<file path="config.mk">
export PLATFORM = sky130hd
export DESIGN_NAME = lru_slot_weight_allocator
export DESIGN_NICKNAME = d
export VERILOG_FILES = /design/src/design/lswa_pkg.sv /design/src/design/lru_slot_weight_allocator.sv
export SDC_FILE = /design/constraint.sdc
export NUM_CORES = 2
export LEC_CHECK = 0
export BUFFER_PORTS_ARGS = -buffer_cell sky130_fd_sc_hd__buf_2
export CAP_MARGIN = 20
export CORE_MARGIN = 2
export CORE_UTILIZATION = 45
export CTS_BUF_LIST = sky130_fd_sc_hd__clkbuf_8
export DETAILED_ROUTE_END_ITERATION = 6
export SLEW_MARGIN = 10
export SYNTH_ARGS = -nofsm -noshare
export SYNTH_HDL_FRONTEND = slang
export SYNTH_MEMORY_MAX_BITS = 65536
export SYNTH_SLANG_ARGS = --single-unit
</file>
<file path="constraint.sdc">
create_clock -name clk -period 7.3 [get_ports clk]
set_clock_uncertainty 0.05 [all_clocks]
set_input_delay 1.46 -clock clk [delete_from_list [all_inputs] [get_ports clk]]
set_output_delay 1.46 -clock clk [all_outputs]
set_load 0.05 [all_outputs]
</file>
<file path="src/design/lswa_pkg.sv">
`default_nettype none

package lswa_pkg;

  localparam int MAX_SLOTS   = 8;
  localparam int NUM_TARGETS = 256;

  localparam int IDX_W    = 8;
  localparam int SLOT_W   = 3;
  localparam int CNT_W    = 4;
  localparam int WEIGHT_W = 17;
  localparam int RAW_W    = 19;
  localparam int TCNT_W   = 9;
  localparam int STATUS_W = 2;
  localparam int REG_W    = 2;

  localparam logic [WEIGHT_W-1:0] W_ONE = 17'h10000;

  localparam logic [CNT_W-1:0]  SLOTS_FULL    = CNT_W'(MAX_SLOTS);
  localparam logic [TCNT_W-1:0] TARGETS_LIMIT = TCNT_W'(NUM_TARGETS);

  localparam logic [STATUS_W-1:0] ST_UPDATE = 2'd0;
  localparam logic [STATUS_W-1:0] ST_NEW    = 2'd1;
  localparam logic [STATUS_W-1:0] ST_RANGE  = 2'd2;
  localparam logic [STATUS_W-1:0] ST_SMALL  = 2'd3;

  localparam logic [REG_W-1:0] REG_TARGET_COUNT     = 2'd0;
  localparam logic [REG_W-1:0] REG_CHANGE_THRESHOLD = 2'd1;

  localparam logic [TCNT_W-1:0]   TARGET_COUNT_RST     = 9'd256;
  localparam logic [WEIGHT_W-1:0] CHANGE_THRESHOLD_RST = 17'd66;

  // result tdata layout
  localparam int OUT_SLOT_LSB     = 0;
  localparam int OUT_WEIGHT_LSB   = 3;
  localparam int OUT_EV_VALID_BIT = 20;
  localparam int OUT_EV_INDEX_LSB = 21;

  typedef struct packed {
    logic [IDX_W-1:0]  target;
    logic [SLOT_W-1:0] slot;
  } ord_entry_t;

endpackage

`default_nettype wire

</file>
<file path="src/design/lru_slot_weight_allocator.sv">
// result path: an out-of-range index goes from acceptance straight to the output state,
//   a change that is too small passes the scan first, otherwise the scan (at least one
//   entry), a prep state and the shift of recency entries down come before the output state
// transactions: one at a time, taken only while idle; the scan and shift walk the
//   recency memory one entry per cycle (eviction at full occupancy is slowest)
// reset: occupancy and weight valid bits cleared, registers to 256 and 66, outputs idle
`default_nettype none

module lru_slot_weight_allocator
  import lswa_pkg::*;
(
  input  wire logic                clk,
  input  wire logic                rst,
  input  wire logic                s_tvalid,
  output logic                     s_tready,
  input  wire logic [31:0]         s_tdata,   // target_index, new_weight
  output logic                     m_tvalid,
  input  wire logic                m_tready,
  output logic [31:0]              m_tdata,   // slot, applied_weight, evicted_valid,
                                              // evicted_index
  output logic [STATUS_W-1:0]      m_tuser,   // status
  input  wire logic                cfg_valid,
  output logic                     cfg_ready,
  input  wire logic [REG_W-1:0]    cfg_index,
  input  wire logic [WEIGHT_W-1:0] cfg_data
);

  localparam logic [2:0] S_IDLE  = 3'd0;
  localparam logic [2:0] S_SCAN  = 3'd1;
  localparam logic [2:0] S_PREP  = 3'd2;
  localparam logic [2:0] S_SHIFT = 3'd3;
  localparam logic [2:0] S_OUT   = 3'd4;

  logic [2:0]          state;
  logic [TCNT_W-1:0]   target_count;
  logic [WEIGHT_W-1:0] change_threshold;
  logic [CNT_W-1:0]    occ;

  logic [IDX_W-1:0]    idx_r;
  logic [WEIGHT_W-1:0] w_r;
  logic [SLOT_W-1:0]   chk_pos;
  logic [SLOT_W-1:0]   sh_pos;
  ord_entry_t          head_r;
  logic [SLOT_W-1:0]   slot_r;
  logic [STATUS_W-1:0] status_r;
  logic                ev_valid_r;
  logic [IDX_W-1:0]    ev_index_r;

  logic [WEIGHT_W-1:0] wt_mem [NUM_TARGETS];
  logic                wt_valid [NUM_TARGETS];
  logic [WEIGHT_W-1:0] wt_rdata;
  logic                wt_rvalid;

  ord_entry_t          ord_mem [MAX_SLOTS];
  ord_entry_t          ord_rdata;
  logic [SLOT_W-1:0]   ord_raddr;
  logic                ord_we;
  ord_entry_t          ord_wdata;

  logic [SLOT_W-1:0]   out_slot;
  logic [WEIGHT_W-1:0] out_weight;
  logic                out_ev_valid;
  logic [IDX_W-1:0]    out_ev_index;

  logic [IDX_W-1:0]    s_idx;
  logic [RAW_W-1:0]    s_weight;
  logic [WEIGHT_W-1:0] s_clamped;
  logic                s_oor;
  logic                in_acc;

  logic [SLOT_W-1:0]   occ_last;
  logic                match;
  logic                scan_end;
  ord_entry_t          head_sel;
  logic [WEIGHT_W-1:0] old_w;
  logic [WEIGHT_W-1:0] diff;
  logic                too_small;
  logic                out_load;
  logic                ignored;

  assign s_tready  = (state == S_IDLE);
  assign cfg_ready = 1'b1;
  assign in_acc    = s_tvalid && s_tready;

  assign s_idx    = s_tdata[IDX_W-1:0];
  assign s_weight = s_tdata[IDX_W +: RAW_W];

  // clamp to 0..1.0
  always_comb begin
    if (s_weight[RAW_W-1]) begin
      s_clamped = '0;
    end else if (s_weight[RAW_W-2:0] > {1'b0, W_ONE}) begin
      s_clamped = W_ONE;
    end else begin
      s_clamped = s_weight[WEIGHT_W-1:0];
    end
  end

  assign s_oor = ({1'b0, s_idx} >= target_count) || ({1'b0, s_idx} >= TARGETS_LIMIT);

  assign occ_last  = SLOT_W'(occ - 1'b1);
  assign match     = (occ != '0) && (ord_rdata.target == idx_r);
  assign scan_end  = (occ == '0) || match || (chk_pos == occ_last);
  assign head_sel  = (chk_pos == '0) ? ord_rdata : head_r;
  assign old_w     = wt_rvalid ? wt_rdata : '0;
  assign diff      = (old_w > w_r) ? (old_w - w_r) : (w_r - old_w);
  assign too_small = diff < change_threshold;
  assign out_load  = (state == S_OUT) && (!m_tvalid || m_tready);
  assign ignored   = (status_r == ST_RANGE) || (status_r == ST_SMALL);

  // recency memory addressing
  always_comb begin
    ord_raddr = '0;
    case (state)
      S_SCAN:  ord_raddr = SLOT_W'(chk_pos + 1'b1);
      S_PREP:  ord_raddr = SLOT_W'(sh_pos + 1'b1);
      S_SHIFT: ord_raddr = SLOT_W'(sh_pos + 2'd2);
      default: ord_raddr = '0;
    endcase
  end

  assign ord_we = (state == S_SHIFT);

  always_comb begin
    if (sh_pos == occ_last) begin
      ord_wdata.target = idx_r;
      ord_wdata.slot   = slot_r;
    end else begin
      ord_wdata = ord_rdata;
    end
  end

  always_ff @(posedge clk) begin
    if (ord_we) begin
      ord_mem[sh_pos] <= ord_wdata;
    end
    ord_rdata <= ord_mem[ord_raddr];
  end

  // weight memory, written once per applied update (not for ignored items), read at acceptance
  always_ff @(posedge clk) begin
    if (state == S_SHIFT && sh_pos == occ_last) begin
      wt_mem[idx_r] <= w_r;
    end
    if (in_acc) begin
      wt_rdata <= wt_mem[s_idx];
    end
  end

  always_ff @(posedge clk) begin
    if (rst) begin
      for (int i = 0; i < NUM_TARGETS; i++) begin
        wt_valid[i] <= 1'b0;
      end
    end else if (state == S_SHIFT && sh_pos == occ_last) begin
      wt_valid[idx_r] <= 1'b1;
    end
  end

  always_ff @(posedge clk) begin
    if (in_acc) begin
      wt_rvalid <= wt_valid[s_idx];
    end
  end

  // configuration
  always_ff @(posedge clk) begin
    if (rst) begin
      target_count     <= TARGET_COUNT_RST;
      change_threshold <= CHANGE_THRESHOLD_RST;
    end else if (cfg_valid && cfg_ready) begin
      case (cfg_index)
        REG_TARGET_COUNT:     target_count     <= cfg_data[TCNT_W-1:0];
        REG_CHANGE_THRESHOLD: change_threshold <= cfg_data;
        default: ;
      endcase
    end
  end

  // sequencer
  always_ff @(posedge clk) begin
    if (rst) begin
      state <= S_IDLE;
      occ   <= '0;
    end else begin
      case (state)
        S_IDLE: begin
          if (in_acc) begin
            state <= s_oor ? S_OUT : S_SCAN;
          end
        end
        S_SCAN: begin
          if (scan_end) begin
            if (match && too_small) begin
              state <= S_OUT;
            end else begin
              state <= S_PREP;
              if (!match && occ < SLOTS_FULL) begin
                occ <= CNT_W'(occ + 1'b1);
              end
            end
          end
        end
        S_PREP: state <= S_SHIFT;
        S_SHIFT: begin
          if (sh_pos == occ_last) begin
            state <= S_OUT;
          end
        end
        S_OUT: begin
          if (out_load) begin
            state <= S_IDLE;
          end
        end
        default: state <= S_IDLE;
      endcase
    end
  end

  always_ff @(posedge clk) begin
    case (state)
      S_IDLE: begin
        if (in_acc) begin
          idx_r      <= s_idx;
          w_r        <= s_clamped;
          chk_pos    <= '0;
          slot_r     <= '0;
          ev_valid_r <= 1'b0;
          ev_index_r <= '0;
          status_r   <= s_oor ? ST_RANGE : ST_UPDATE;
        end
      end
      S_SCAN: begin
        if (chk_pos == '0) begin
          head_r <= ord_rdata;
        end
        if (scan_end) begin
          if (match) begin
            if (too_small) begin
              status_r <= ST_SMALL;
            end else begin
              status_r <= ST_UPDATE;
              slot_r   <= ord_rdata.slot;
              sh_pos   <= chk_pos;
            end
          end else if (occ < SLOTS_FULL) begin
            status_r <= ST_NEW;
            slot_r   <= occ[SLOT_W-1:0];
            sh_pos   <= occ[SLOT_W-1:0];
          end else begin
            status_r   <= ST_NEW;
            slot_r     <= head_sel.slot;
            ev_valid_r <= 1'b1;
            ev_index_r <= head_sel.target;
            sh_pos     <= '0;
          end
        end else begin
          chk_pos <= SLOT_W'(chk_pos + 1'b1);
        end
      end
      S_SHIFT: begin
        if (sh_pos != occ_last) begin
          sh_pos <= SLOT_W'(sh_pos + 1'b1);
        end
      end
      default: ;
    endcase
  end

  // result register
  always_ff @(posedge clk) begin
    if (rst) begin
      m_tvalid <= 1'b0;
    end else if (out_load) begin
      m_tvalid <= 1'b1;
    end else if (m_tready) begin
      m_tvalid <= 1'b0;
    end
  end

  always_ff @(posedge clk) begin
    if (out_load) begin
      m_tuser      <= status_r;
      out_slot     <= slot_r;
      out_weight   <= ignored ? '0 : w_r;
      out_ev_valid <= ev_valid_r;
      out_ev_index <= ev_index_r;
    end
  end

  assign m_tdata = {3'b000, out_ev_index, out_ev_valid, out_weight, out_slot};

endmodule

`default_nettype wire

</file>
==> summary.md <==
| Metric | Value |
|---|---|
| Detail Placement HPWL | `~280 mm` |
| Max-cap viol count | `0` |
| Final min period | `around 6.7 ns` |
| Non-Filler Instances | `~15000` |
| CTS Sinks | `between 4000 and 5000` |
| P_leak | `roughly 68 nW` |
| Highest routed layer | `met5` |
| Synth area leader | `edfxtp_1` |
| M1 WL | `198.5 mm` |
| Nets | `between 9000 and 10000` |
| Most common cell in the netlist | `edfxtp_1` |
| H-tree depth | `6` |
| Post CTS Setup Buffer Count | `0` |
| Pwr dens | `around 270 nW/um^2` |
| Placed Area | `roughly 200000 sq um` |
| Total gr overflow | `0` |
| First-pass GRT wire length | `about 700 mm` |
| Critical path type | `flop to flop` |
| Sequential fraction of the synthesis area | `0.7622` |
| Vias in the first global route | `around 93000` |
| Critical path startpoint category | `flop` |
| Vias | `around 91000` |
| Yosys reg bits | `around 4800` |
| Post-route ant nets | `0` |
| Fraction of layout cells with a size suffix above 1 | `0.3281` |
| Synth unique cells | `66` |
| Met2 Wirelength | `between 200 and 250 mm` |
| Arr. time, crit path | `7.64 ns` |
| Peak supply drop | `around 0.00019 V` |
| Mapped Area | `~190000 sq um` |
| Slew Viols, Final | `0` |
| Worst Setup End Kind | `flop` |
| Die Wd | `648.6 microns` |
| Yosys warnings | `0` |
| Period utilization | `0.9188` |
| DRC | `0` |
| Hold WC Path Type | `flop to flop` |
| Area Overhead vs Synth | `13.01%` |
| Multi-input logic area | `between 40000 and 50000 sq um` |
| Top cells by area, synth | `edfxtp_1 (73%), mux4_2 (18%), dfxtp_1 (3.2%)` |
| Chip height | `648.6 microns` |
| Clock network latency to the later pin of the worst-skew pair | `between 1 and 1.5 ns` |
| Status | `completed` |
| Ys flop type | `edfxtp_1` |
| Drt via density | `between 5 and 6` |
| DP Cell Count | `14020` |
| Initial antenna violation count | `29` |
| GRT Util Overall | `0.2295` |
| Final GP Congestion | `about 0.88` |
| Filler Cells Inserted | `around 32000` |
| Place WS | `roughly 0.66 ns` |
| Clock-pin slew on the worst setup and hold paths | `0.06 ns` |
| Die ar. | `420700 sq um` |
| Yosys top cell area share | `0.7300` |
| Final setup margin | `~0.6 ns` |
| Total Routed Length | `487.4 mm` |
| Largest net degree at the start of global routing | `about 260` |
| Resized cells post-CTS | `0` |
| WHS | `between 0.3 and 0.4 ns` |
| Hold buffers post-CTS | `0` |
| Avg Cell Area, Syn | `~22 sq um` |
| Fmax | `about 0.15 GHz` |
| 1st-iter DRT viols | `~11000` |
| Num CTS Buffers | `764` |
| Core Area | `a little over 400000 sq um` |
| Actual slew at the worst max-slew pin | `about 1.4 ns` |
| Number of enable flip-flop cells after synthesis | `approximately 4500` |
| Post-synth top cells | `edfxtp_1 (4545), mux4_2 (1462), nor2_1 (812), dfxtp_1 (301), clkbuf_1 (241)` |
| Slew margin rel. | `0.09615` |
| Post-layout util | `0.5111` |
| CTS tree | `built` |
| Worst EP required | `around 8.2 ns` |
| Root Driver | `clkbuf_8` |
| Post-DR wirelength/cell | `between 30 and 40 microns` |
| CP Max Fanout | `22` |
| Io pins | `93` |
| Port buffer count | `83` |
| DR WL met3 | `about 38 mm` |
| Reg area | `142500 sq um` |
| RSZ-0062 raised after global routing | `false` |
| Post-Syn Instances | `between 8000 and 9000` |
| Fin. Hold Viols | `0` |
| Clock tree buffer depth | `4` |
| Final Instance Area | `roughly 210000 sq um` |
| Setup violators final | `0` |
| Initial core utilization | `0.4523` |
| Cell Rows | `236` |
| DRT Pass-1 Iters | `6` |
| Async SR Flop Fraction | `0` |
cell families after synthesis:
logic type               count (synthesis)  share of synthesized area
multiplexers                          1567                     0.1821
other                                    2                 0.00004017
AO/OA/AOI/OAI                          316                    0.01171
XOR/XNOR                                31                   0.001532
AND/OR/NAND/NOR                       1108                    0.02425
buffers and inverters                  552                    0.01344
flip-flops                            4846                     0.7622
adder cells (fa/ha/maj)                 69                   0.004698
final cells by class:
type	count	area share
Inverter	83	0.001475
Clock inverter	567	0.01438
Tap cell	5474	0.03242
Sequential cell	4846	0.6745
Antenna cell	23	0.0002724
Timing Repair Buffer	526	0.02209
Multi-Input combinational cell	3095	0.2017
Clock buffer	816	0.05315
worst max-delay path, cell delays in order, from the launching register on:
cell,delay [ns]
edfxtp_1,0.87
nand2_1,0.17
inv_1,0.11
ha_1,0.42
nand3_2,0.21
or4_1,0.52
a31o_1,0.26
nand3_2,0.14
nand2_2,0.31
mux2i_1,0.40
o21ai_1,0.14
xor2_1,0.17
ha_1,0.31
a21o_1,0.12
a21oi_1,0.08
o211ai_1,0.32
nor4_1,0.13
o21ai_1,0.79
nor2_1,0.24
or3_1,0.39
a21oi_2,0.22
flip-flops by register name (all words and copies together), names as in the netlist, 11 cells and up:
register          cells
wt_valid            256
ord_mem              88
change_threshold     17
w_r                  17
wt_rdata             17
ord_rdata            11
wt_mem             4352
head_r               11
out_weight           17
through the flow:
stage / setup TNS [ns] / power [mW]
2_1_floorplan: -0.6530 / 34.11
3_3_place_gp: 0 / 35.43
3_5_place_dp: 0 / 35.53
4_1_cts: 0 / 56.94
5_1_grt: 0 / 58.31
6_report: 0 / 56.51
final timing paths:
path                  from         endpoint  slack (ns)  cells after the start
max reg2reg      wt_rvalid        sh_pos[0]        0.59                     20
min reg2reg  ev_index_r[7]  out_ev_index[7]        0.37                      0
max              wt_rvalid        sh_pos[0]        0.59                     20
min          ev_index_r[7]  out_ev_index[7]        0.37                      0
per-layer routing:
layer,global-route usage,vias up
met5,0,-
met4,0.07929,8
met3,0.04031,763
met2,0.3649,4048
met1,0.3231,49320
li1,-,37130
power breakdown:
part | internal (mW) | switching (mW)
Combinational | 1.32 | 2.59
Sequential | 30.9 | 0.100
Clock | 10.8 | 10.7
placed cells by master (no fill, tap or decap), drive strengths merged, types with 19 or more instances in the layout:
| cell type | n |
|---|---|
| a21o | 20 |
| nand3 | 36 |
| o22ai | 21 |
| a21oi | 67 |
| buf | 526 |
| o21ai | 26 |
| mux2i | 44 |
| edfxtp | 4545 |
| and2 | 34 |
| dfxtp | 301 |
| diode | 23 |
| o21ba | 19 |
| mux2 | 61 |
| nor2 | 812 |
| inv | 405 |
| xor2 | 20 |
| nand2 | 144 |
| clkbuf | 816 |
| a22oi | 72 |
| clkinv | 220 |
| a31oi | 26 |
| ha | 67 |
| mux4 | 1462 |
| a221oi | 22 |
Note: power is estimated with default switching activity, not from simulation.
